===== config.mk =====
export PLATFORM = sky130hd
export DESIGN_NAME = averaged_class_score_decider
export DESIGN_NICKNAME = d
export VERILOG_FILES = /design/src/design/acsd_pkg.sv /design/src/design/acsd_window.sv /design/src/design/acsd_decide.sv /design/src/design/averaged_class_score_decider.sv
export SDC_FILE = /design/constraint.sdc
export NUM_CORES = 1
export LEC_CHECK = 0
export ABC_AREA = 1
export CAP_MARGIN = 25
export CORE_MARGIN = 3
export CORE_UTILIZATION = 40
export CTS_CLUSTER_DIAMETER = 100
export DETAILED_ROUTE_END_ITERATION = 10
export DONT_BUFFER_PORTS = 1
export PLACE_DENSITY = 0.53
export SYNTH_ARGS = -nofsm -noshare
export SYNTH_HDL_FRONTEND = slang
export SYNTH_SLANG_ARGS = --single-unit
export TNS_END_PERCENT = 20

===== constraint.sdc =====
create_clock -name i_clk -period 3.5 [get_ports i_clk]
set_input_delay 0.175 -clock i_clk [delete_from_list [all_inputs] [get_ports i_clk]]
set_output_delay 0.175 -clock i_clk [all_outputs]
set_load 0.005 [all_outputs]

===== src/design/acsd_pkg.sv =====
// Shared constants, register indexes and types of the averaged class score decider.
package acsd_pkg;

    localparam int DEF_CLASS_COUNT    = 2;
    localparam int DEF_HISTORY_LENGTH = 8;

    localparam int MAX_CLASS = 4;
    localparam int SCORE_W   = 16;
    localparam int SUM_W     = 22;
    localparam int CLASS_W   = 2;
    localparam int SUPP_W    = 8;
    localparam int CFG_IDX_W = 2;
    localparam int CFG_DAT_W = 16;
    localparam int IN_DATA_W = MAX_CLASS * SCORE_W;
    localparam int OUT_DATA_W = 8;

    localparam logic [SCORE_W-1:0] RST_THRESHOLD = 16'd26214;
    localparam logic [SUPP_W-1:0]  RST_DURATION  = 8'd25;
    localparam logic [CLASS_W-1:0] RST_NO_DET    = 2'd1;

    typedef enum logic [CFG_IDX_W-1:0] {
        REG_THRESHOLD = 2'd0,
        REG_DURATION  = 2'd1,
        REG_NO_DET    = 2'd2
    } t_reg_idx;

    typedef struct packed {
        logic [SCORE_W-1:0] threshold;
        logic [SUPP_W-1:0]  duration;
        logic [CLASS_W-1:0] no_det_class;
    } t_cfg;

endpackage


===== src/design/acsd_window.sv =====
// Score history memory and per-class running window sums.
module acsd_window #(
    parameter int CLASS_COUNT    = acsd_pkg::DEF_CLASS_COUNT,
    parameter int HISTORY_LENGTH = acsd_pkg::DEF_HISTORY_LENGTH
) (
    input  logic                                             i_clk,
    input  logic                                             i_rst_n,
    input  logic                                             i_accept,
    input  logic [acsd_pkg::MAX_CLASS-1:0][acsd_pkg::SCORE_W-1:0] i_scores,
    input  logic                                             i_adv,
    output logic                                             o_ready,
    output logic                                             o_vld,
    output logic [CLASS_COUNT-1:0][acsd_pkg::SUM_W-1:0]      o_sums
);
    import acsd_pkg::*;

    localparam int SLOT_W = (HISTORY_LENGTH > 1) ? $clog2(HISTORY_LENGTH) : 1;
    localparam int ROW_W  = CLASS_COUNT * SCORE_W;
    localparam logic [SLOT_W-1:0] LAST_SLOT = SLOT_W'(HISTORY_LENGTH - 1);
    localparam logic [SUM_W-1:0]  SUM_BOUND = SUM_W'(HISTORY_LENGTH * 65535);

    logic [ROW_W-1:0]                    r_mem [HISTORY_LENGTH];
    logic [HISTORY_LENGTH-1:0]           r_row_vld;
    logic [SLOT_W-1:0]                   r_slot;
    logic [SLOT_W-1:0]                   n_slot;
    logic [ROW_W-1:0]                    r_rd;
    logic [ROW_W-1:0]                    r_byp;
    logic                                r_use_byp;
    logic                                r_old_vld;
    logic [CLASS_COUNT-1:0][SUM_W-1:0]   r_sum;
    logic [CLASS_COUNT-1:0][SUM_W-1:0]   n_sum;
    logic [ROW_W-1:0]                    new_row;
    logic [ROW_W-1:0]                    old_row;
    logic                                r_s1_vld;

    assign n_slot  = (r_slot == LAST_SLOT) ? '0 : r_slot + SLOT_W'(1);
    assign new_row = i_scores[CLASS_COUNT-1:0];
    assign old_row = r_old_vld ? (r_use_byp ? r_byp : r_rd) : '0;

    always_comb begin
        for (int c = 0; c < CLASS_COUNT; c++) begin
            n_sum[c] = r_sum[c] - SUM_W'(old_row[c*SCORE_W +: SCORE_W])
                       + SUM_W'(i_scores[c]);
        end
    end

    // memory write and registered prefetch of the next slot
    always_ff @(posedge i_clk) begin
        if (i_accept) begin
            r_mem[r_slot] <= new_row;
            r_rd          <= r_mem[n_slot];
            r_byp         <= new_row;
        end
    end

    always_ff @(posedge i_clk) begin
        if (!i_rst_n) begin
            r_row_vld <= '0;
            r_slot    <= '0;
            r_old_vld <= 1'b0;
            r_use_byp <= 1'b0;
            r_sum     <= '0;
        end else if (i_accept) begin
            r_row_vld[r_slot] <= 1'b1;
            r_slot            <= n_slot;
            r_use_byp         <= (n_slot == r_slot);
            r_old_vld         <= (n_slot == r_slot) || r_row_vld[n_slot];
            r_sum             <= n_sum;
        end
    end

    always_ff @(posedge i_clk) begin
        if (!i_rst_n) begin
            r_s1_vld <= 1'b0;
        end else if (o_ready) begin
            r_s1_vld <= i_accept;
        end
    end

    assign o_ready = !r_s1_vld || i_adv;
    assign o_vld   = r_s1_vld;
    assign o_sums  = r_sum;

`ifndef SYNTHESIS
    a_slot_range: assert property (@(posedge i_clk) disable iff (!i_rst_n)
        r_slot <= LAST_SLOT)
        else $error("history slot out of range");

    a_rst_empty: assert property (@(posedge i_clk)
        !i_rst_n |=> !r_s1_vld)
        else $error("sum stage valid after reset");

    for (genvar g = 0; g < CLASS_COUNT; g++) begin : g_bound
        a_sum_bound: assert property (@(posedge i_clk) disable iff (!i_rst_n)
            r_sum[g] <= SUM_BOUND)
            else $error("window sum exceeds full-scale window");
    end
`endif

endmodule


===== src/design/acsd_decide.sv =====
// Argmax over window sums, threshold and suppression decision, result register.
module acsd_decide #(
    parameter int CLASS_COUNT    = acsd_pkg::DEF_CLASS_COUNT,
    parameter int HISTORY_LENGTH = acsd_pkg::DEF_HISTORY_LENGTH
) (
    input  logic                                        i_clk,
    input  logic                                        i_rst_n,
    input  logic                                        i_vld,
    input  logic [CLASS_COUNT-1:0][acsd_pkg::SUM_W-1:0] i_sums,
    input  acsd_pkg::t_cfg                              i_cfg,
    input  logic                                        i_tready,
    output logic                                        o_adv,
    output logic                                        o_tvalid,
    output logic [acsd_pkg::CLASS_W-1:0]                o_class,
    output logic                                        o_detected
);
    import acsd_pkg::*;

    localparam int CMP_W = SUM_W + 1;

    logic [CLASS_W-1:0] best;
    logic [SUM_W-1:0]   best_sum;
    logic [CMP_W-1:0]   limit;
    logic [SUPP_W-1:0]  supp_dec;
    logic               quiet;
    logic [SUPP_W-1:0]  r_supp;
    logic               r_out_vld;
    logic [CLASS_W-1:0] r_class;
    logic               r_det;

    always_comb begin
        best     = '0;
        best_sum = i_sums[0];
        for (int c = 1; c < CLASS_COUNT; c++) begin
            if (i_sums[c] > best_sum) begin
                best     = CLASS_W'(c);
                best_sum = i_sums[c];
            end
        end
    end

    assign limit    = CMP_W'(i_cfg.threshold) * CMP_W'(HISTORY_LENGTH);
    assign supp_dec = (r_supp != '0) ? r_supp - SUPP_W'(1) : r_supp;
    assign quiet    = (best == i_cfg.no_det_class) || (CMP_W'(best_sum) < limit)
                      || (supp_dec != '0);
    assign o_adv    = !r_out_vld || i_tready;

    always_ff @(posedge i_clk) begin
        if (!i_rst_n) begin
            r_supp    <= '0;
            r_out_vld <= 1'b0;
        end else if (o_adv) begin
            r_out_vld <= i_vld;
            if (i_vld) begin
                r_supp <= quiet ? supp_dec : i_cfg.duration;
            end
        end
    end

    always_ff @(posedge i_clk) begin
        if (o_adv && i_vld) begin
            r_class <= quiet ? i_cfg.no_det_class : best;
            r_det   <= !quiet;
        end
    end

    assign o_tvalid   = r_out_vld;
    assign o_class    = r_class;
    assign o_detected = r_det;

`ifndef SYNTHESIS
    a_suppress: assert property (@(posedge i_clk) disable iff (!i_rst_n)
        (o_adv && i_vld && r_supp > SUPP_W'(1)) |=> (r_out_vld && !r_det))
        else $error("detection reported while suppression pending");

    a_det_class: assert property (@(posedge i_clk) disable iff (!i_rst_n)
        (r_out_vld && r_det) |->
        ((CLASS_W+1)'(r_class) < (CLASS_W+1)'(CLASS_COUNT)))
        else $error("detected class outside class range");

    a_rst_empty: assert property (@(posedge i_clk)
        !i_rst_n |=> !r_out_vld)
        else $error("result valid after reset");
`endif

endmodule


===== src/design/averaged_class_score_decider.sv =====
// Top level: averaged class score decider with config registers and stream ports.
// An input beat is summed into the window register, then decided into the result register.
// Throughput: one score vector per unstalled cycle, set by the window running-sum update.
// Backpressure on the result side stalls both stages; one beat is taken while a result waits.
// Reset is synchronous, active low: config returns to defaults, history, sums, slot and
// suppression clear at once, so the block takes beats in the first cycle after reset.
module averaged_class_score_decider #(
    parameter int CLASS_COUNT    = acsd_pkg::DEF_CLASS_COUNT,
    parameter int HISTORY_LENGTH = acsd_pkg::DEF_HISTORY_LENGTH
) (
    input  logic                             i_clk,
    input  logic                             i_rst_n,
    input  logic                             s_axis_tvalid,
    output logic                             s_axis_tready,
    // score_class_0, score_class_1, score_class_2, score_class_3
    input  logic [acsd_pkg::IN_DATA_W-1:0]   s_axis_tdata,
    output logic                             m_axis_tvalid,
    input  logic                             m_axis_tready,
    // decided_class, zero fill
    output logic [acsd_pkg::OUT_DATA_W-1:0]  m_axis_tdata,
    // detected
    output logic                             m_axis_tuser,
    input  logic                             i_cfg_we,
    input  logic [acsd_pkg::CFG_IDX_W-1:0]   i_cfg_idx,
    input  logic [acsd_pkg::CFG_DAT_W-1:0]   i_cfg_data
);
    import acsd_pkg::*;

    t_cfg                              r_cfg;
    logic                              accept;
    logic                              adv;
    logic                              s1_vld;
    logic [CLASS_COUNT-1:0][SUM_W-1:0] sums;
    logic [CLASS_W-1:0]                dec_class;
    logic [MAX_CLASS-1:0][SCORE_W-1:0] scores;

    always_ff @(posedge i_clk) begin
        if (!i_rst_n) begin
            r_cfg.threshold    <= RST_THRESHOLD;
            r_cfg.duration     <= RST_DURATION;
            r_cfg.no_det_class <= RST_NO_DET;
        end else if (i_cfg_we) begin
            unique case (t_reg_idx'(i_cfg_idx))
                REG_THRESHOLD: r_cfg.threshold    <= i_cfg_data;
                REG_DURATION:  r_cfg.duration     <= i_cfg_data[SUPP_W-1:0];
                REG_NO_DET:    r_cfg.no_det_class <= i_cfg_data[CLASS_W-1:0];
                default: begin
                end
            endcase
        end
    end

    assign scores = s_axis_tdata;
    assign accept = s_axis_tvalid && s_axis_tready;

    acsd_window #(
        .CLASS_COUNT    (CLASS_COUNT),
        .HISTORY_LENGTH (HISTORY_LENGTH)
    ) u_window (
        .i_clk    (i_clk),
        .i_rst_n  (i_rst_n),
        .i_accept (accept),
        .i_scores (scores),
        .i_adv    (adv),
        .o_ready  (s_axis_tready),
        .o_vld    (s1_vld),
        .o_sums   (sums)
    );

    acsd_decide #(
        .CLASS_COUNT    (CLASS_COUNT),
        .HISTORY_LENGTH (HISTORY_LENGTH)
    ) u_decide (
        .i_clk      (i_clk),
        .i_rst_n    (i_rst_n),
        .i_vld      (s1_vld),
        .i_sums     (sums),
        .i_cfg      (r_cfg),
        .i_tready   (m_axis_tready),
        .o_adv      (adv),
        .o_tvalid   (m_axis_tvalid),
        .o_class    (dec_class),
        .o_detected (m_axis_tuser)
    );

    assign m_axis_tdata = {{(OUT_DATA_W - CLASS_W){1'b0}}, dec_class};

endmodule


# Yosys cells after proc, flatten, opt, wreduce, memory -nomap -nowiden
# Memory sizes are Yosys's and may differ from the RTL's. A register that Yosys moved wholly into a read port is not among the register bits.
# Cells that the tools add are included.
dict set report word_totals {
  register_bits 128
  ram_bits 256
  inputBits 87
  n_memories 1
}
dict set report classes {
  n_addsub 6
  n_lt_le_gt_ge 5
  n_eq_ne 5
  n_mux 14
  bitwise_logic 1
  n_reduce_logical 18
}
# memory words width read_ports rd_clocked_by_memory_dff write_ports line
set memory_table {}
lappend memory_table {u_window.r_mem 8 32 1 1 1 acsd_window.sv:22} ;# logic [ROW_W-1:0] r_mem [HISTORY_LENGTH];
# operator count
set ops {}
lappend ops {{$mux W32} 2}
lappend ops {{$add A22 B16 Y22} 2}
lappend ops {{$sub A22 B16 Y22} 2}
lappend ops {{$gt A22 B22 Y1} 1}
lappend ops {{$lt A22 B19 Y1} 1}
lappend ops {{$mux W22} 1}
lappend ops {{$mux W8} 2}
lappend ops {{$reduce_bool A8 Y1} 2}
lappend ops {{$lt A3 B4 Y1 const B} 2}
lappend ops {{$or A8 B8 Y8} 1}
lappend ops {{$reduce_and A2 Y1} 4}
lappend ops {{$sub A8 B1 Y8 const B} 1}
lappend ops {{$logic_or A1 B1 Y1} 5}
lappend ops {{$mux W1} 5}
lappend ops {{$add A3 B1 Y3 const B} 1}
lappend ops {{$bmux W1 S3} 1}
lappend ops {{$demux W1 S3} 1}
lappend ops {{$eq A3 B3 Y1} 1}
lappend ops {{$eq A3 B3 Y1 const B} 1}
lappend ops {{$ge A3 B1 Y1 const B} 1}
lappend ops {{$logic_and A1 B1 Y1} 3}
lappend ops {{$logic_not A1 Y1} 3}
lappend ops {{$mux W3} 1}
lappend ops {{$eq A1 B2 Y1} 1}
lappend ops {{other kinds (4)} 4}

# Longest topological paths before layout
dict set report logic_depth {
  depth_word 6
  mapped_depth 26
}

# Hierarchy
# Synthesis repeated with hierarchy kept, for this count alone.
dict set report hier_totals {
  hier_cells 2332
  hier_area_um2 21426.8
}
# mod instances cells_per_inst area_per_inst_um2
set modules_own_cells {}
lappend modules_own_cells {acsd_window 1 1840 18247.5}
lappend modules_own_cells {acsd_decide 1 336 2044.5}
lappend modules_own_cells {averaged_class_score_decider 1 156 1134.8}

# Least setup slack after synthesis
# No wires, ideal clock.
dict set report synth_timing {
  kind {reg2reg}
  from {register u_window.r_use_byp}
  to {register u_window.r_sum, in the netlist u_window.o_sums[14]}
  setup_time_ns 0.115
  t_arrival_ns 3.080
  required_ns 3.385
  setup_slack_ns 0.305
  path_stages_with_launch 20
  n_path_buf 1
  path_cell_list {dfxtp_1 > inv_1 > buf_1 > nor2_1 > nor2_1 > ha_1 > inv_1 > ha_1 > inv_1 > fa_1 > o21ai_0 > a31oi_1 > o21ai_0 > a21oi_1 > inv_1 > nand2_1 > nand3_1 > xor2_1 > o21ai_0 > inv_1}
}
dict set report synth_between {
  elab_chain_cells 4
}
# element line
set synth_lines {}
lappend synth_lines {{start, declared} acsd_window.sv:28} ;# logic r_use_byp;
lappend synth_lines {{start signal, assigned} acsd_window.sv:66} ;# r_use_byp <= (n_slot == r_slot);
lappend synth_lines {{$mux W32 (2 in a row)} acsd_window.sv:38} ;# assign old_row = r_old_vld ? (r_use_byp ? r_byp : r_rd) : '0;
lappend synth_lines {{$sub A22 B16 Y22} acsd_window.sv:42} ;# n_sum[c] = r_sum[c] - SUM_W'(old_row[c*SCORE_W +: SCORE_W])
lappend synth_lines {{$add A22 B16 Y22} acsd_window.sv:43} ;# + SUM_W'(i_scores[c]);
lappend synth_lines {{end signal, assigned} acsd_window.sv:68} ;# r_sum <= n_sum;
lappend synth_lines {{end, declared} acsd_window.sv:30} ;# logic [CLASS_COUNT-1:0][SUM_W-1:0] r_sum;
# No other way between the ends.
# A chain may end at the register's enable or synchronous reset.

# Final worst setup path
dict set report layout_timing {
  from {register u_window.r_sum, in the netlist u_window.o_sums[5]}
  to {register u_decide.r_class[0] (netlist: u_decide.o_class[0]) (data pin)}
}
dict set report layout_between {
  elab_chain_cells 6
  word_cells_on_any_way 8
  classes_between {order compare (2); eq/ne (1); mux (3); reduce/logical (2)}
}
# element line
set layout_lines {}
lappend layout_lines {{$gt A22 B22 Y1} acsd_decide.sv:35} ;# if (i_sums[c] > best_sum) begin
lappend layout_lines {{$mux W22 or $mux W1 (tied branches)} acsd_decide.sv:35}
lappend layout_lines {{$lt A22 B19 Y1 or $eq A1 B2 Y1 (tied branches)} acsd_decide.sv:44} ;# assign quiet = (best == i_cfg.no_det_class) || (CMP_W'(best_sum) < limit)
lappend layout_lines {{$logic_or A1 B1 Y1} acsd_decide.sv:44}
lappend layout_lines {{$logic_or A1 B1 Y1} acsd_decide.sv:45} ;# || (supp_dec != '0);
lappend layout_lines {{$mux W2 *} acsd_decide.sv:62} ;# r_class <= quiet ? i_cfg.no_det_class : best;
lappend layout_lines {{end signal, assigned} acsd_decide.sv:62}
lappend layout_lines {{end, declared} acsd_decide.sv:28} ;# logic [CLASS_W-1:0] r_class;
# Every way passes the cells marked *; elsewhere a longest branch is shown, timed or not.

==> reports/qor.txt <==
Status - completed
Nets - 2304
CP startpoint kind - register
Clk sink count - 416
Clock H-tree levels - 2
Crit path kind - reg -> reg
VDD IR-drop max - 0.448 mV
Cell row count - 81
Design Power - 17.5 mW
Die Height - 230 um
Slew Viols, Final - 0
Latest clock arrival within the worst-skew pair - 590 ps
Crit end category - register
First-pass GRT wire length - 82200 um
Post-Route Setup TNS - 0 ps
Rel. slew slack - 34.4%
Initial Util - 40.8%
TritonCTS Buffers - 46
Hold path startpoint - i_cfg_idx[0]
Post-synth ARST share - 0%
PnR worst setup slack - 166 ps
Finish-stage setup viols - 0
Final core occ - 48.4%
Minimum clock period - 3330 ps
Pre-CTS setup slack - 6.38 ps
Share of layout cells above drive strength 1 - 10.6%
TritonCTS clock tree - done
WL/cell - 19.0 um
Core Footprint - 0.0494 mm2
Final Skew - 20.7 ps
Post-Place Cells - 2632
Initial antenna violation count - 3
Most frequent cells after synthesis - edfxtp_1, nand2_1, inv_1
Syn. warnings - 0
Leak Pwr - 9.60 nW
Fin crit share - 95.3%
Critical path's largest stage delay - 320 ps
Bufs on Longest Clock Path - 3
Avg Synthesized Cell Area - 10.2 um2
Top cells by area, synth - edfxtp_1, dfxtp_1, nand2_1
HPWL Detailed - 33200 um
Total Routed Length - 53300 um
GRT overflow - 0
Worst Tran Pin Value - 981 ps
Crit path cell chain - inv_1 > ha_1 > nand2_1 > nor2_2 > inv_1 > nor2_1 > nand4_1 > nand2_4 > buf_12 > o21ai_1 > buf_4 > ha_1 > nand4_1 > nor3_2 > nand2_1 > nor2_1 > nand2_2 > nand2_4 > nand2_4 > nand2_1 > o21ai_0
Reg-to-Reg Start - u_window.o_sums[5]
Crit path max fanout - 13
CTS clk-pin slew, worst paths - 60 ps
Number of enable flip-flop cells after synthesis - 323
Final count of hold timing violations - 0
Worst r2r dst - u_decide.o_class[0]
Via/cell ratio - 5.16
Crit path DAT - 3660 ps
Final antenna-violating net count - 0
Top FF cell, synth - edfxtp_1
Hold slack - 40.1 ps
Share of the synthesized area in the top cell type - 48.1%
Synth area leader - edfxtp_1
Sequential fraction of the synthesis area - 57.4%
Number of remaining DRC errors - 0
Cell count after synthesis - 1973
Netlist cell types - 42
Die Width - 230 um
Hold Crit Class - in -> reg
RSZ-0062 raised after global routing - true
Die ar. - 0.0531 mm2
Vias in the first global route - 14000
Register bit total from synthesis - 416
Slowest CP cell - dfxtp_1
Max-Cap Viols - 0
Non-Filler Cell Area, Final - 0.0239 mm2
Starting DRT DRC Count - 949
Vias - 14500
Hold depth - 4
Post-Syn Area - 0.0202 mm2
Fmax - 300 MHz
Port-buffer cells - 0
Pwr/cell area - 735 mW/mm2
Post-DP Area - 0.0215 mm2
Layout area overhead - 18.5%
Root Driver - clkbuf_16
Total track usage - 20.1%
Worst EP required - 3830 ps
R2R Setup Slk - 170 ps
# IOs - 98
GPL Wtd Cong - 0.883
Most common cell in the netlist - edfxtp_1
Largest net degree at the start of global routing - 98
R2R depth - 21
Hold endpoint - r_cfg[10]
1st-pass router iterations - 5
Post-Layout Cell Count - 2805
-- where the power goes --
group	switching, mW	internal, mW
clock network	1.98	2.65
logic	4.15	2.82
registers	0.190	5.76
-- cells in the final DEF (no fill, tap or decap), types with 32 or more instances in the layout --
cell / instances
inv_1: 270
fa_1: 32
nand3_1: 106
clkbuf_16: 48
dlygate4sd3_1: 77
nor2_1: 136
edfxtp_1: 323
dfxtp_1: 91
nand2_1: 306
buf_4: 71
a21oi_1: 130
o221ai_1: 65
o21ai_0: 117
ha_1: 83
-- registers in the layout, indices dropped and copies added (netlist names) --
| signal | flops |
|---|---|
| u_window.r_use_byp | 1 |
| u_window.r_rd | 32 |
| u_decide.o_class | 2 |
| u_window.r_mem | 256 |
| u_window.r_slot | 3 |
| u_window.o_vld | 1 |
| u_decide.r_supp | 8 |
| r_cfg | 26 |
| u_decide.o_detected | 1 |
| u_window.o_sums | 44 |
| u_window.r_row_vld | 8 |
| u_window.r_old_vld | 1 |
| u_window.r_byp | 32 |
| u_decide.o_tvalid | 1 |
-- layout make-up --
type | instances | area [um2]
fillers | 4528 | 25500
repair buffers | 162 | 1580
well taps | 664 | 831
flip-flops and latches | 416 | 11600
inverters | 282 | 1060
clock buffers | 69 | 1290
diodes | 5 | 12.5
multi-input cells | 1192 | 7390
clock inverters | 15 | 151
-- repair_timing --
action,in CTS,in global routing
cloned,0,2
hold buffers,78,0
endpoints found under the setup margin,1,22
buffers inserted,0,4
pin swaps,0,9
gates resized for setup,1,36
hold endpoints to repair,341,0
-- worst max-delay path: cells and delay by family (launching register included) --
kind | cells | cell delay (ps)
AND/OR/NAND/NOR | 13 | 1590
adder cells (fa/ha/maj) | 2 | 560
buffers and inverters | 4 | 440
AO/OA/AOI/OAI | 2 | 160
flip-flops | 1 | 320
-- kinds of logic after synthesis --
family,share of synthesized area [%]
other cells,0.0186
xor+xnor,1.74
compound gates,13.1
fa+ha+maj,8.45
buf+inv,7.05
flops,57.4
simple gates,12.3
-- worst max path at each step --
stage	startpoint	end	cells past startpoint
after floorplan	u_window.r_use_byp	u_window.o_sums[14]	19
after global placement	u_window.o_sums[21]	u_decide.r_supp[0]	23
after detailed placement	u_window.o_sums[20]	u_decide.r_supp[7]	22
after CTS	u_window.o_sums[20]	u_decide.r_supp[7]	23
after global routing	u_window.o_sums[18]	u_decide.r_supp[7]	22
final	u_window.o_sums[5]	u_decide.o_class[0]	21
-- layer usage --
metal,GRT usage (%),vias up,part of all wire (%)
met5,0,-,0
met4,5.07,0,1.8
met3,3.15,51,6.3
met2,31.8,328,46
met1,28.9,7028,46
li1,-,7071,-
(Power assumes the default switching activity.)
